[config.mk]
export PLATFORM = sky130hd
export DESIGN_NAME = utf8_validating_decoder
export DESIGN_NICKNAME = d
export VERILOG_FILES = /design/src/rtl/u8dec_pkg.sv /design/src/rtl/utf8_validating_decoder.sv /design/src/rtl/u8dec_front.sv /design/src/rtl/u8dec_queue.sv /design/src/rtl/u8dec_back.sv
export SDC_FILE = /design/constraint.sdc
export NUM_CORES = 1
export LEC_CHECK = 0
export BUFFER_PORTS_ARGS = -buffer_cell sky130_fd_sc_hd__buf_2
export CAP_MARGIN = 25
export CORE_MARGIN = 2
export CORE_UTILIZATION = 53
export DETAILED_ROUTE_END_ITERATION = 8
export PLACE_DENSITY = 0.71
export SKIP_CTS_REPAIR_TIMING = 1
export SYNTH_ARGS = -nofsm -noshare
export SYNTH_HDL_FRONTEND = slang
export SYNTH_SLANG_ARGS = --single-unit
[constraint.sdc]
create_clock -name clock -period 7.3 [get_ports clock]
set_input_delay 2.19 -clock clock [delete_from_list [all_inputs] [get_ports clock]]
set_output_delay 2.19 -clock clock [all_outputs]
set_load 0.02 [all_outputs]
[src/rtl/u8dec_pkg.sv]
// ---------------------------------------------------------------------------
// u8dec_pkg
// Types, constants and helper functions shared by the UTF-8 decoder modules.
// ---------------------------------------------------------------------------
package u8dec_pkg;

   localparam int QUEUE_DEPTH = 4;

   localparam logic [7:0]  LEAD2_LO    = 8'hc2;
   localparam logic [7:0]  LEAD2_HI    = 8'hdf;
   localparam logic [7:0]  LEAD3_LO    = 8'he0;
   localparam logic [7:0]  LEAD3_HI    = 8'hef;
   localparam logic [7:0]  LEAD4_LO    = 8'hf0;
   localparam logic [7:0]  LEAD4_HI    = 8'hf4;
   localparam logic [7:0]  ASCII_HI    = 8'h7f;
   localparam logic [5:0]  CONT_MASK   = 6'h3f;
   localparam logic [20:0] CP_MAX      = 21'h10ffff;
   localparam logic [20:0] BMP_MAX     = 21'h00ffff;
   localparam logic [20:0] SURR_LO     = 21'h00d800;
   localparam logic [20:0] SURR_HI     = 21'h00dfff;
   localparam logic [20:0] MIN_LEN2    = 21'h000080;
   localparam logic [20:0] MIN_LEN3    = 21'h000800;
   localparam logic [20:0] MIN_LEN4    = 21'h010000;

   typedef struct packed {
      logic [7:0] in_byte;
      logic       end_of_string;
   } req_type;

   typedef struct packed {
      logic [20:0] code_point;
      logic        is_valid;
      logic [2:0]  byte_count;
      logic [1:0]  utf16_units;
      logic        is_whitespace;
      logic        last_of_run;
   } rsp_type;

   // one decoded byte: a run of invalid results, then optionally one valid one
   typedef struct packed {
      logic [2:0]  n_invalid;
      logic        has_valid;
      logic [20:0] code_point;
      logic [2:0]  byte_count;
      logic [1:0]  utf16_units;
      logic        is_whitespace;
   } cmd_type;

   typedef struct packed {
      logic empty;
      logic full;
   } queue_status_type;

   function automatic logic ecma_space(input logic [20:0] c);
      ecma_space = (c == 21'h09) || (c == 21'h0a) || (c == 21'h0b) || (c == 21'h0c)
                || (c == 21'h0d) || (c == 21'h20) || (c == 21'h00a0) || (c == 21'h1680)
                || ((c >= 21'h2000) && (c <= 21'h200a)) || (c == 21'h2028)
                || (c == 21'h2029) || (c == 21'h202f) || (c == 21'h205f)
                || (c == 21'h3000) || (c == 21'hfeff);
   endfunction

endpackage

[src/rtl/utf8_validating_decoder.sv]
// ---------------------------------------------------------------------------
// utf8_validating_decoder
// UTF-8 byte stream to code points, with rejection of malformed sequences.
// ---------------------------------------------------------------------------
// usage:
//   req channel carries one byte per item with an end-of-string mark.
//   rsp channel carries decoded results; a byte gives zero to four of them,
//   the final one of a byte tagged last_of_run. a rejected byte of a bad
//   sequence comes out as one invalid result with code point zero.
//   a tracker takes one byte per cycle while req_stall is low and writes at
//   most one command per byte to a queue of QueueDepth entries; an expander
//   drains it at one result per cycle while rsp_stall is low into an output
//   register. throughput: one byte per cycle while each byte yields at most
//   one result and rsp_stall is low; a byte with more results holds the
//   expander until all are out, and the queue absorbs such bursts.
//   req_stall rises only when the queue is full.
//   rsp_stall holds the output register and, once the queue fills, req.
//   reset clears the open sequence, the queue and the output register.
// ---------------------------------------------------------------------------
module utf8_validating_decoder #(
   parameter int QueueDepth = u8dec_pkg::QUEUE_DEPTH
) (
   input  logic               clock,
   input  logic               reset,
   input  logic               req_valid,
   output logic               req_stall,
   input  u8dec_pkg::req_type req_data,
   output logic               rsp_valid,
   input  logic               rsp_stall,
   output u8dec_pkg::rsp_type rsp_data
);
   import u8dec_pkg::*;

   logic             accept;
   logic             push;
   logic             pop;
   cmd_type          cmd;
   cmd_type          head;
   queue_status_type status;

   assign req_stall = status.full;
   assign accept    = req_valid && !req_stall;

   u8dec_front u_front (
      .clock    (clock),
      .reset    (reset),
      .accept   (accept),
      .req_data (req_data),
      .push     (push),
      .cmd      (cmd)
   );

   u8dec_queue #(
      .Depth (QueueDepth)
   ) u_queue (
      .clock     (clock),
      .reset     (reset),
      .push      (push),
      .push_data (cmd),
      .pop       (pop),
      .head      (head),
      .status    (status)
   );

   u8dec_back u_back (
      .clock     (clock),
      .reset     (reset),
      .head      (head),
      .status    (status),
      .pop       (pop),
      .rsp_valid (rsp_valid),
      .rsp_stall (rsp_stall),
      .rsp_data  (rsp_data)
   );

   // no write into a full queue
   a_no_overflow: assert property (@(posedge clock) disable iff (reset)
      push |-> !status.full)
      else $error("command written into full queue");

   // no read from an empty queue
   a_no_underflow: assert property (@(posedge clock) disable iff (reset)
      pop |-> !status.empty)
      else $error("command taken from empty queue");

   // invalid results carry the fixed error payload
   a_invalid_payload: assert property (@(posedge clock) disable iff (reset)
      (rsp_valid && !rsp_data.is_valid) |->
         (rsp_data.code_point == 21'd0 && rsp_data.byte_count == 3'd1 &&
          rsp_data.utf16_units == 2'd1 && !rsp_data.is_whitespace))
      else $error("invalid result with nonzero payload");

   // utf-16 unit count follows the code point
   a_utf16_units: assert property (@(posedge clock) disable iff (reset)
      (rsp_valid && rsp_data.is_valid) |->
         ((rsp_data.utf16_units == 2'd2) == (rsp_data.code_point > BMP_MAX)))
      else $error("utf-16 unit count does not match code point");

   // output register is empty right after reset
   a_reset_empty: assert property (@(posedge clock)
      reset |=> !rsp_valid)
      else $error("result shown right after reset");

endmodule

[src/rtl/u8dec_front.sv]
// ---------------------------------------------------------------------------
// u8dec_front
// Sequence tracker: classifies each byte and emits at most one result command.
// ---------------------------------------------------------------------------
module u8dec_front (
   input  logic              clock,
   input  logic              reset,
   input  logic              accept,
   input  u8dec_pkg::req_type req_data,
   output logic              push,
   output u8dec_pkg::cmd_type cmd
);
   import u8dec_pkg::*;

   logic [1:0]  pending_ff, pending_in;
   logic [2:0]  exp_len_ff, exp_len_in;
   logic [20:0] partial_ff, partial_in;

   logic [7:0]  b;
   logic        is_cont;
   logic [2:0]  got;
   logic [20:0] v;
   logic [20:0] min_val;
   logic [2:0]  n_inv;
   logic        has_valid;
   logic [20:0] vcp;
   logic [2:0]  vbytes;

   always_comb begin
      b          = req_data.in_byte;
      is_cont    = (b[7:6] == 2'b10);
      got        = {1'b0, pending_ff} + 3'd1;
      v          = {partial_ff[14:0], b[5:0] & CONT_MASK};
      pending_in = pending_ff;
      exp_len_in = exp_len_ff;
      partial_in = partial_ff;
      n_inv      = 3'd0;
      has_valid  = 1'b0;
      vcp        = 21'd0;
      vbytes     = 3'd1;
      unique case (exp_len_ff)
         3'd2:    min_val = MIN_LEN2;
         3'd3:    min_val = MIN_LEN3;
         default: min_val = MIN_LEN4;
      endcase

      if ((pending_ff != 2'd0) && is_cont) begin
         if (got >= exp_len_ff) begin
            if ((v < min_val) || (v > CP_MAX) || ((v >= SURR_LO) && (v <= SURR_HI))) begin
               n_inv = got;
            end else begin
               has_valid = 1'b1;
               vcp       = v;
               vbytes    = got;
            end
            pending_in = 2'd0;
            exp_len_in = 3'd0;
            partial_in = 21'd0;
         end else begin
            pending_in = got[1:0];
            partial_in = v;
         end
      end else begin
         // no open sequence, or a broken one: flush what was collected, then treat byte as lead
         n_inv      = {1'b0, pending_ff};
         pending_in = 2'd0;
         exp_len_in = 3'd0;
         partial_in = 21'd0;
         priority if (b <= ASCII_HI) begin
            has_valid = 1'b1;
            vcp       = {13'd0, b};
         end else if ((b >= LEAD2_LO) && (b <= LEAD2_HI)) begin
            pending_in = 2'd1;
            exp_len_in = 3'd2;
            partial_in = {16'd0, b[4:0]};
         end else if ((b >= LEAD3_LO) && (b <= LEAD3_HI)) begin
            pending_in = 2'd1;
            exp_len_in = 3'd3;
            partial_in = {17'd0, b[3:0]};
         end else if ((b >= LEAD4_LO) && (b <= LEAD4_HI)) begin
            pending_in = 2'd1;
            exp_len_in = 3'd4;
            partial_in = {18'd0, b[2:0]};
         end else begin
            n_inv = n_inv + 3'd1;
         end
      end

      // end of string flushes an open sequence as errors
      if (req_data.end_of_string && (pending_in != 2'd0)) begin
         n_inv      = n_inv + {1'b0, pending_in};
         pending_in = 2'd0;
         exp_len_in = 3'd0;
         partial_in = 21'd0;
      end
   end

   always_comb begin
      cmd.n_invalid     = n_inv;
      cmd.has_valid     = has_valid;
      cmd.code_point    = vcp;
      cmd.byte_count    = vbytes;
      cmd.utf16_units   = (vcp > BMP_MAX) ? 2'd2 : 2'd1;
      cmd.is_whitespace = ecma_space(vcp);
      push              = accept && ((n_inv != 3'd0) || has_valid);
   end

   always_ff @(posedge clock) begin
      if (reset) begin
         pending_ff <= 2'd0;
         exp_len_ff <= 3'd0;
         partial_ff <= 21'd0;
      end else if (accept) begin
         pending_ff <= pending_in;
         exp_len_ff <= exp_len_in;
         partial_ff <= partial_in;
      end
   end

endmodule

[src/rtl/u8dec_queue.sv]
// ---------------------------------------------------------------------------
// u8dec_queue
// Small command queue between the sequence tracker and the result expander.
// ---------------------------------------------------------------------------
module u8dec_queue #(
   parameter int Depth = u8dec_pkg::QUEUE_DEPTH
) (
   input  logic                        clock,
   input  logic                        reset,
   input  logic                        push,
   input  u8dec_pkg::cmd_type          push_data,
   input  logic                        pop,
   output u8dec_pkg::cmd_type          head,
   output u8dec_pkg::queue_status_type status
);
   import u8dec_pkg::*;

   localparam int PtrW = (Depth > 1) ? $clog2(Depth) : 1;
   localparam int CntW = $clog2(Depth + 1);
   localparam logic [PtrW-1:0] LastPtr  = PtrW'(Depth - 1);
   localparam logic [CntW-1:0] DepthCnt = CntW'(Depth);

   cmd_type         mem_ff [Depth];
   logic [PtrW-1:0] wr_ptr_ff, wr_ptr_in;
   logic [PtrW-1:0] rd_ptr_ff, rd_ptr_in;
   logic [CntW-1:0] count_ff, count_in;

   always_comb begin
      wr_ptr_in = wr_ptr_ff;
      rd_ptr_in = rd_ptr_ff;
      count_in  = count_ff;
      if (push) begin
         wr_ptr_in = (wr_ptr_ff == LastPtr) ? '0 : wr_ptr_ff + 1'b1;
      end
      if (pop) begin
         rd_ptr_in = (rd_ptr_ff == LastPtr) ? '0 : rd_ptr_ff + 1'b1;
      end
      unique case ({push, pop})
         2'b10:   count_in = count_ff + 1'b1;
         2'b01:   count_in = count_ff - 1'b1;
         default: count_in = count_ff;
      endcase
      head         = mem_ff[rd_ptr_ff];
      status.empty = (count_ff == '0);
      status.full  = (count_ff == DepthCnt);
   end

   always_ff @(posedge clock) begin
      if (push) begin
         mem_ff[wr_ptr_ff] <= push_data;
      end
   end

   always_ff @(posedge clock) begin
      if (reset) begin
         wr_ptr_ff <= '0;
         rd_ptr_ff <= '0;
         count_ff  <= '0;
      end else begin
         wr_ptr_ff <= wr_ptr_in;
         rd_ptr_ff <= rd_ptr_in;
         count_ff  <= count_in;
      end
   end

endmodule

[src/rtl/u8dec_back.sv]
// ---------------------------------------------------------------------------
// u8dec_back
// Result expander: turns each queued command into its run of result items.
// ---------------------------------------------------------------------------
module u8dec_back (
   input  logic                        clock,
   input  logic                        reset,
   input  u8dec_pkg::cmd_type          head,
   input  u8dec_pkg::queue_status_type status,
   output logic                        pop,
   output logic                        rsp_valid,
   input  logic                        rsp_stall,
   output u8dec_pkg::rsp_type          rsp_data
);
   import u8dec_pkg::*;

   logic [2:0] cnt_ff, cnt_in;
   logic       rsp_valid_ff, rsp_valid_in;
   rsp_type    rsp_data_ff, rsp_data_in;
   logic       emit;
   logic [2:0] total;
   logic       last;
   logic       inv_slot;

   always_comb begin
      total    = head.n_invalid + {2'd0, head.has_valid};
      inv_slot = (cnt_ff < head.n_invalid);
      last     = ((cnt_ff + 3'd1) == total);
      emit     = !status.empty && (!rsp_valid_ff || !rsp_stall);
      pop      = emit && last;

      if (inv_slot) begin
         rsp_data_in.code_point    = 21'd0;
         rsp_data_in.is_valid      = 1'b0;
         rsp_data_in.byte_count    = 3'd1;
         rsp_data_in.utf16_units   = 2'd1;
         rsp_data_in.is_whitespace = 1'b0;
      end else begin
         rsp_data_in.code_point    = head.code_point;
         rsp_data_in.is_valid      = 1'b1;
         rsp_data_in.byte_count    = head.byte_count;
         rsp_data_in.utf16_units   = head.utf16_units;
         rsp_data_in.is_whitespace = head.is_whitespace;
      end
      rsp_data_in.last_of_run = last;

      cnt_in = cnt_ff;
      if (emit) begin
         cnt_in = last ? 3'd0 : cnt_ff + 3'd1;
      end

      rsp_valid_in = rsp_valid_ff;
      if (emit) begin
         rsp_valid_in = 1'b1;
      end else if (!rsp_stall) begin
         rsp_valid_in = 1'b0;
      end
   end

   always_ff @(posedge clock) begin
      if (emit) begin
         rsp_data_ff <= rsp_data_in;
      end
   end

   always_ff @(posedge clock) begin
      if (reset) begin
         cnt_ff       <= 3'd0;
         rsp_valid_ff <= 1'b0;
      end else begin
         cnt_ff       <= cnt_in;
         rsp_valid_ff <= rsp_valid_in;
      end
   end

   assign rsp_valid = rsp_valid_ff;
   assign rsp_data  = rsp_data_ff;

endmodule

==> impl_metrics.ini <==
[status]
status = completed

[finish]
multi_input_area_sq_um = 2650
diodes = 0
instances_no_fill = 783
area_growth_pct = 11.9
regArea_sq_um = 5260
drive_above_1_share = 0.245
post-route-util = 0.600
fin_nets = 616
n_fill_cell = 1145

[cts]
clk_pin_slew_ns = 0.07
cts_tree = yes
clk-insertion-delay-late_ns = 0.42
clk_path_buf_depth = 2
cts-root-buf = clkbuf_16
cts_num_sinks = 186
cts-htree-levels = 4
numCtsBuffers = 17

[timing]
period_share = 0.774
fmax_mhz = 177
drv_slew = 0
min_period_ns = 5.65
hold_viol_final = 0
final.setup.tns_ns = 0
rsz0062_at_grt = no
slew_headroom = 0.365
fin_skew_ns = 0.00863
setup_viol = 0
tightest_slew_ns = 0.943

[route]
drtIter0Drc = 261
antenna_left = 0
vias = 4592
dr.pass1.iters = 5
routedWlPerCell_um = 19.6
drt-total-wl_um = 15400
post_drt_via_cell_ratio = 5.86
drc = 0

[setup_path]
worstSetupEndpointType = register
cp-start-kind = input pin
reg2reg_to = u_queue.count_ff[2]
timing.rr.start = u_front.pending_ff[0]
cp_max_fo = 10
reg2regPathDepth = 20
crit_arrival_ns = 6.00
rrSetupSlack_ns = 2.16
cp.required_ns = 7.65
path_class = input pin to register

[yosys]
ys_ff_latch = 186
yosys.area.top_type_share = 0.568
ys_types = 70
synth.avg_cell_area_sq_um = 15.0
synthMuxAreaShare = 0.0945
ys_seq_area_frac = 0.649
synth_top_area_cell = edfxtp_1
synth_fa_ha_area_frac = 0.0343
synth_top_family_by_area = simple AND/OR/NAND/NOR gates
async_reset_ff_frac = 0
synth_enable_flop_cells = 153
synth-compound-area-share = 0.0750
synthesis.nets = 572
synth-warning-count = 0
syn-cell-area_sq_um = 8090
yosys-top-cells-area = edfxtp_1 57%, mux4_2 8.6%, dfxtp_1 8.2%, ha_1 2.9%, nor2b_1 2.2%
synth_cells = 538
synth_ff_type = edfxtp_1
synth-xor-area-share = 0.00757
synth-simple-area-share = 0.115

[global_route]
grt_pass1_wl_um = 24900
overflow = 0
first_global_vias = 4703
grt_use_total = 0.203
grt_max_degree = 34
grt_antenna_before_repair = 1

[floorplan]
die_width_um = 128
ios = 44
core_area_sq_um = 15100
fp.dieH_um = 128
start_util = 0.536
dieArea_sq_um = 16300
num_rows = 45

[place]
port_buffers = 43
place_congestion = 0.884
dp_hpwl_um = 9850
dp.cells = 751

[pwr]
vdd_drop_max_uv = 164
p_per_area_nw_per_um2 = 312
power.total_mw = 2.82
cellLeakagePower_nw = 3.12

[hold_path]
min_to = u_front.exp_len_ff[2]
holdPathStages = 2
min_from = u_front.exp_len_ff[2]
hold_path_class = register to register

[job]
maxCapViolCount = 0
## sequential cells by signal (all words and copies together), names as in the netlist, named ones only
name	cells
u_front.partial_ff	15
u_back.cnt_ff	3
u_queue.wr_ptr_ff	2
u_back.rsp_valid	1
u_queue.count_ff	3
u_queue.mem_ff	124
u_queue.rd_ptr_ff	2
u_front.exp_len_ff	3
u_back.rsp_data	29
u_front.pending_ff	2
## layout make-up
| type | count | area share |
|---|---|---|
| clock buffer | 22 | 0.0523 |
| clock inverter | 10 | 0.0127 |
| tap | 188 | 0.0260 |
| timing repair buffer | 47 | 0.0271 |
| inverter | 23 | 0.00953 |
| multi-input combinational | 307 | 0.292 |
| sequential | 186 | 0.580 |
## critical path, cell delays in order
cell and delay [ns]:
buf_2 0.17, or3_4 0.42, o31ai_4 0.26, o221ai_1 0.18, nand2_1 0.10, o21a_1 0.11, ha_1 0.15, inv_1 0.05
fa_1 0.49, a2bb2oi_2 0.09, o41a_4 0.50, inv_1 0.07, ha_1 0.17, inv_1 0.06, fa_1 0.37, xor2_1 0.16
or3_1 0.32, a21oi_1 0.15
## cell families (layout without fill, tap and decap cells)
kind of cell	after synthesis	in the layout
buffers and inverters	45	102
multiplexers	37	37
XOR/XNOR	7	7
flip-flops	186	186
adder cells (fa/ha/maj)	21	21
AND/OR/NAND/NOR	164	164
AO/OA/AOI/OAI	78	78
## report_power, final
part / internal (mW) / leakage [nW] / switching (mW) / total [mW]
Sequential: 1.31 / 1.68 / 0.0407 / 1.35
Combinational: 0.207 / 1.15 / 0.360 / 0.566
Clock: 0.531 / 0.284 / 0.372 / 0.904
Total: 2.05 / 3.12 / 0.773 / 2.82
## worst max path at each step
stage | from | endpoint | slack (ns) | cells after the start
finish | req_data[2] | u_queue.count_ff[2] | 1.65 | 18
global route | req_data[2] | u_queue.count_ff[2] | 1.41 | 18
CTS | req_data[2] | u_queue.count_ff[2] | 1.67 | 18
detailed placement | req_data[2] | u_queue.count_ff[2] | 1.22 | 18
global placement | req_data[2] | u_queue.count_ff[2] | 1.32 | 18
floorplan | req_data[3] | u_queue.count_ff[2] | 1.54 | 18
## cells in the mapped netlist (5+ instances only)
library cell  instances
edfxtp_1            153
nand3_1               7
nor3_1               10
buf_2                 5
inv_1                23
dfxtp_1              33
a21oi_1              15
nor2_1               37
clkbuf_1             12
mux4_2               31
o21ai_0              10
and2_2               11
nand2_1              23
nand2b_1              6
and2_1               14
ha_1                 19
nor2b_1              29
a22oi_1              14
## layout by cell type, fill, tap and decap left out, drive strengths merged, types with 3 or more instances in the layout
cell type and count:
or3 5, or4 4, edfxtp 153, a22oi 14, mux2i 4, clkinv 5
a211oi 3, a21o 3, a21oi 16, xnor2 3, nor3 11, xor2 4
o211ai 4, dfxtp 33, nor2 37, nor2b 29, and2 25, nand2b 6
mux4 31, o21ai 15, nand3 7, nand4 4, ha 19, and3 3
buf 47, inv 24, nand2 23, clkbuf 22
## stage by stage
stage	worst slack [ns]	cell area, sq um	hold slack [ns]
5_1_grt	1.41	9060	0.517
4_1_cts	1.67	9060	0.488
6_report	1.65	9060	0.487
3_5_place_dp	1.22	8470	0.478
2_1_floorplan	1.54	8090	0.445
3_3_place_gp	1.32	8470	0.451
## routing by layer
| metal | global-route usage | part of all wire |
|---|---|---|
| met1 | 0.275 | 0.46 |
| met2 | 0.327 | 0.48 |
| met3 | 0.0461 | 0.040 |
| met4 | 0.0724 | 0.016 |
| met5 | 0 | 0 |
Power figures use the tool's default switching activity.
